===== config.mk =====
export PLATFORM = sky130hd
export DESIGN_NAME = hdp_div
export DESIGN_NICKNAME = d
export VERILOG_FILES = /design/src/hdl/hdp_div.sv
export SDC_FILE = /design/constraint.sdc
export NUM_CORES = 1
export LEC_CHECK = 0
export BUFFER_PORTS_ARGS = -buffer_cell sky130_fd_sc_hd__buf_2
export CAP_MARGIN = 20
export CORE_MARGIN = 5
export CORE_UTILIZATION = 55
export CTS_BUF_LIST = sky130_fd_sc_hd__clkbuf_16
export CTS_CLUSTER_SIZE = 8
export DETAILED_ROUTE_END_ITERATION = 6
export PLACE_DENSITY_LB_ADDON = 0.15
export SYNTH_ARGS = -nofsm -noshare
export SYNTH_HDL_FRONTEND = slang
export SYNTH_SLANG_ARGS = --single-unit

===== constraint.sdc =====
create_clock -name clk -period 3.98 [get_ports clk]
set_clock_uncertainty 0.05 [all_clocks]
set_input_delay 0.796 -clock clk [delete_from_list [all_inputs] [get_ports clk]]
set_output_delay 0.796 -clock clk [all_outputs]
set_load 0.05 [all_outputs]

===== src/hdl/hdp_div.sv =====
module hdp_div #(
    parameter int NW  = 10,
    parameter int DVW = 4
) (
    input  logic           clk,
    input  logic           rst_n,
    input  logic           start,
    input  logic [NW-1:0]  dividend,
    input  logic [DVW-1:0] divisor,
    output logic           done,
    output logic [NW-1:0]  quotient
);

    localparam int CNT_W = $clog2(NW + 1);

    logic [NW-1:0]    quo_reg, quo_next;
    logic [DVW-1:0]   rem_reg, rem_next;
    logic [CNT_W-1:0] cnt_reg, cnt_next;
    logic             busy_reg, busy_next;
    logic             done_reg, done_next;
    logic [DVW:0]     shifted;
    logic             qbit;
    logic [NW:0]      quo_shift;

    always_comb
    begin
        shifted   = {rem_reg, quo_reg[NW-1]};
        qbit      = (shifted >= {1'b0, divisor});
        quo_shift = {quo_reg, qbit};
        quo_next  = quo_reg;
        rem_next  = rem_reg;
        cnt_next  = cnt_reg;
        busy_next = busy_reg;
        done_next = 1'b0;
        if (start)
        begin
            quo_next  = dividend;
            rem_next  = '0;
            cnt_next  = CNT_W'(NW);
            busy_next = 1'b1;
        end
        else if (busy_reg)
        begin
            // one quotient bit per cycle
            rem_next = qbit ? DVW'(shifted - {1'b0, divisor}) : DVW'(shifted);
            quo_next = quo_shift[NW-1:0];
            cnt_next = cnt_reg - CNT_W'(1);
            if (cnt_reg == CNT_W'(1))
            begin
                busy_next = 1'b0;
                done_next = 1'b1;
            end
        end
    end

    always_ff @(posedge clk or negedge rst_n)
    begin
        if (!rst_n)
        begin
            cnt_reg  <= '0;
            busy_reg <= 1'b0;
            done_reg <= 1'b0;
        end
        else
        begin
            cnt_reg  <= cnt_next;
            busy_reg <= busy_next;
            done_reg <= done_next;
        end
    end

    always_ff @(posedge clk)
    begin
        quo_reg <= quo_next;
        rem_reg <= rem_next;
    end

    assign done     = done_reg;
    assign quotient = quo_reg;

endmodule


* Word level (Yosys, flattened, before mapping) *
Index checks and enable logic that the tools add are counted.

word-level totals
  input port bits = 17
  bits in registers = 20

cells by class
  add/subtract/negate cells = 2
  $lt $le $gt $ge = 1
  multiplexer cells = 11
  eq/ne operators = 1
  reductions and logical operators = 1

operators with widths
  kind                                                 count
  two-way mux 10 bit                                   2
  two-way mux 4 bit                                    3
  two-way mux 1 bit                                    6
  >= comparator 5 x 4 -> 1 bit                         1
  equality test 4 x 1 -> 1 bit, second input constant  1
  subtractor 4 x 1 -> 4 bit, second input constant     1
  subtractor 4 bit                                     1
  nonzero test 2 bit                                   1

* Depth between registers and ports, before layout *
  depth in word-level cells = 4
  depth in mapped cells = 6

* Worst setup path after synthesis *
Ideal clock, no wire load.

  path type = input-to-reg
  from = in divisor[1]
  to = reg quo_reg[0], in the netlist quotient[0], data pin
  stages = 6
  path slack = 1691 ps
  setup time = 260 ps
  buffers on the path = 0
  arrival = 1979 ps
  cells stage by stage = inv_1 > ha_1 > nor2b_1 > o221a_4 > or2_4 > mux2_2

between the ends
  cells in the longest elaborated chain, start to end = 3

ends and longest elaborated chain
  element                       RTL line  RTL
  start, declared               9         input logic [DVW-1:0] divisor,
  >= comparator 5 x 4 -> 1 bit  28        qbit = (shifted >= {1'b0, divisor});
  two-way mux 10 bit            42        else if (busy_reg)
  two-way mux 10 bit            35        if (start)
  via quo_next[0]               16        logic [NW-1:0] quo_reg, quo_next;
  end signal, assigned          74        quo_reg <= quo_next;
  end, declared                 16

The timed path passes the listed nets, and every way through them passes these cells. The select of a mux whose other input is x is not followed.
A chain may end at the register's enable or synchronous reset.

* Worst setup path after layout *
Ends and elaborated chain as after synthesis.

==> results.cfg <==
[status]
status = completed

[final_layout]
finish.utilization_pct = 72.5
syn2layout_area_growth_pct = 22.1
largest_reg_flops = 10
drive_gt1_share_pct = 38.5
fin_area_sq_mm = 0.00129
antennaDiodeCount = 0
final_nets = 142

[sta]
setup_tns_ps = 0
relSlewSlack_pct = 68.3
rsz0062_at_grt = no
hold_viol = 0
maxSlewViolCount = 0
worst_slew_pin_slew_ps = 475
finalCriticalPeriod_ps = 2230
holdWs_ps = 310
fin_crit_sh_pct = 56.1
setup_violations = 0
clock.fmax_ghz = 0.448

[pwr]
fin_total_pwr_mw = 0.785
power_density_mw_per_mm2 = 607
p_leak_nw = 0.594
ir_worst_vdd_uv = 411

[worst_setup_path]
slowest_delay_ps = 300
critPathMaxFanout = 5
cp-start-kind = input pin
r2r_slack_ps = 2080
cp_top_family = simple AND/OR/NAND/NOR gates
crit_chain = buf_2, inv_1, ha_1, nor2b_1, o221a_4, or2_4, mux2_2
critPathKind = input pin to register
cp.required_ps = 3930
path_buf_inv = 2
crit_slowest_cell = ha_1
cp_data_arrival_time_ps = 2190
end_kind = register

[clock_tree]
clock-sinks = 20
cts_tree = yes
post-cts-setup-buffers = 0
path_clk_slew_ps = 60
cts_hold_buffers = 0
htree_levels = 1
cts_resized = 0
cts_buffer_depth = 2
cts-root-buf = clkbuf_16
numCtsBuffers = 3
worstSkewPairLatency_ps = 250

[synth]
ys_types = 31
synth_flop_cell = edfxtp_1
synth_warnings = 0
synth_area_sq_mm = 0.00106
synthCells = 89
avgSynthCellArea_sq_um = 11.9
synth-edff-count = 10
synth-seq-area-share_pct = 50.1
syn_nets = 113
ys_seq_elements = 20
async_reset_ff_share_pct = 30.0

[floorplanning]
core.rowCount = 15
core_area_sq_mm = 0.00178
dieWidth_microns = 53.9
dieArea_sq_mm = 0.00290
start_util_pct = 59.4
num_io_pins = 28
die_h_microns = 53.9

[route]
vias = 770
detail_route.wl_per_cell_microns = 15.2
drt-pass1-iter-count = 4
wl_microns = 2160
drt_iter0_drc = 12
vias_per_cell = 5.42
drc_errors = 0
ant_nets = 0

[global_route]
grt_pass1_vias = 771
grt_usage_pct = 18.5
grt-ovfl-total = 0
antenna_found_initial = 0
grt_pass1_wl_microns = 3710
grt_max_degree = 23

[worst_hold_path]
hold_path.class = input pin to asynchronous set/reset pin

[job]
max_cap_viol_count = 0

[placed_design]
dp_hpwl_microns = 1560
place_area_sq_mm = 0.00121
gp_congestion = 0.818
io_buffers = 27
==> final cells by class <==
class / instances / area, sq um
flip-flops and latches: 20 / 531
fillers: 131 / 490
multi-input cells: 58 / 487
repair buffers: 27 / 135
clock buffers: 3 / 75.1
well taps: 25 / 31.3
inverters: 8 / 30.0
clock inverters: 1 / 3.75
==> synth_stat cells (all sizes together), types with 3 or more instances <==
cell type / n / share of area [%]
nor2: 5 / 1.8
nor4b: 3 / 2.5
or2: 3 / 2.0
o21ai: 3 / 1.4
dfrtp: 6 / 14
dfxtp: 4 / 7.6
edfxtp: 10 / 28
inv: 8 / 2.8
nand2: 5 / 1.8
mux2: 10 / 11
ha: 6 / 7.1
==> placed cells by master (no fill, tap or decap), types with 3 or more instances in the layout <==
cell       netlist  layout
dfxtp_1          4       4
mux2_2          10      10
edfxtp_1        10      10
ha_1             6       6
buf_2            0      27
nor2_1           5       5
nand2_1          5       5
nor4b_1          3       3
inv_1            8       8
clkbuf_16        0       3
dfrtp_1          6       6
o21ai_0          3       3
==> power breakdown <==
| group | internal, mW | switching, mW | leakage, nW |
|---|---|---|---|
| Combinational | 0.111 | 0.173 | 0.348 |
| Clock | 0.134 | 0.0731 | 0.0385 |
| Sequential | 0.264 | 0.0297 | 0.208 |
==> final timing paths <==
check                         endpoint        from  depth (start not counted)
min                               done       rst_n                          1
max                        quotient[0]  divisor[1]                          7
max reg2reg                quotient[0]  rem_reg[0]                          5
max in group asynchronous   cnt_reg[0]       rst_n                          1
min reg2reg                 rem_reg[3]  rem_reg[3]                          2
min in group clk            rem_reg[3]  rem_reg[3]                          2
==> worst reg2reg max path: stages (launching register included) <==
cell	delay, ps
dfxtp_1	390
ha_1	270
nor2b_1	170
o221a_4	270
or2_4	250
mux2_2	260
==> per-layer routing <==
metal | vias to the layer above | routed length [microns] | global-route usage, %
li1 | 373 | - | -
met1 | 362 | 923 | 23.1
met2 | 28 | 1010 | 27.6
met3 | 7 | 155 | 5.82
met4 | 0 | 65 | 11.5
met5 | - | 0 | 0
==> through the flow <==
| step | setup WS, ps | std cells |
|---|---|---|
| 2_1_floorplan | 1690 | 89 |
| 3_3_place_gp | 1550 | 138 |
| 3_5_place_dp | 1490 | 138 |
| 4_1_cts | 1750 | 142 |
| 5_1_grt | 1680 | 142 |
| 6_report | 1750 | 142 |
==> kinds of logic after synthesis <==
kind of cell	synth area share [%]
DFF	50.1
xor gates and xnor gates	3.31
AOI/OAI and AO/OA	9.93
and+or+nand+nor	13.1
muxes	10.6
adders and majority gates	8.98
buffers and inverters	3.90
Note: power is estimated with default switching activity, not from simulation.
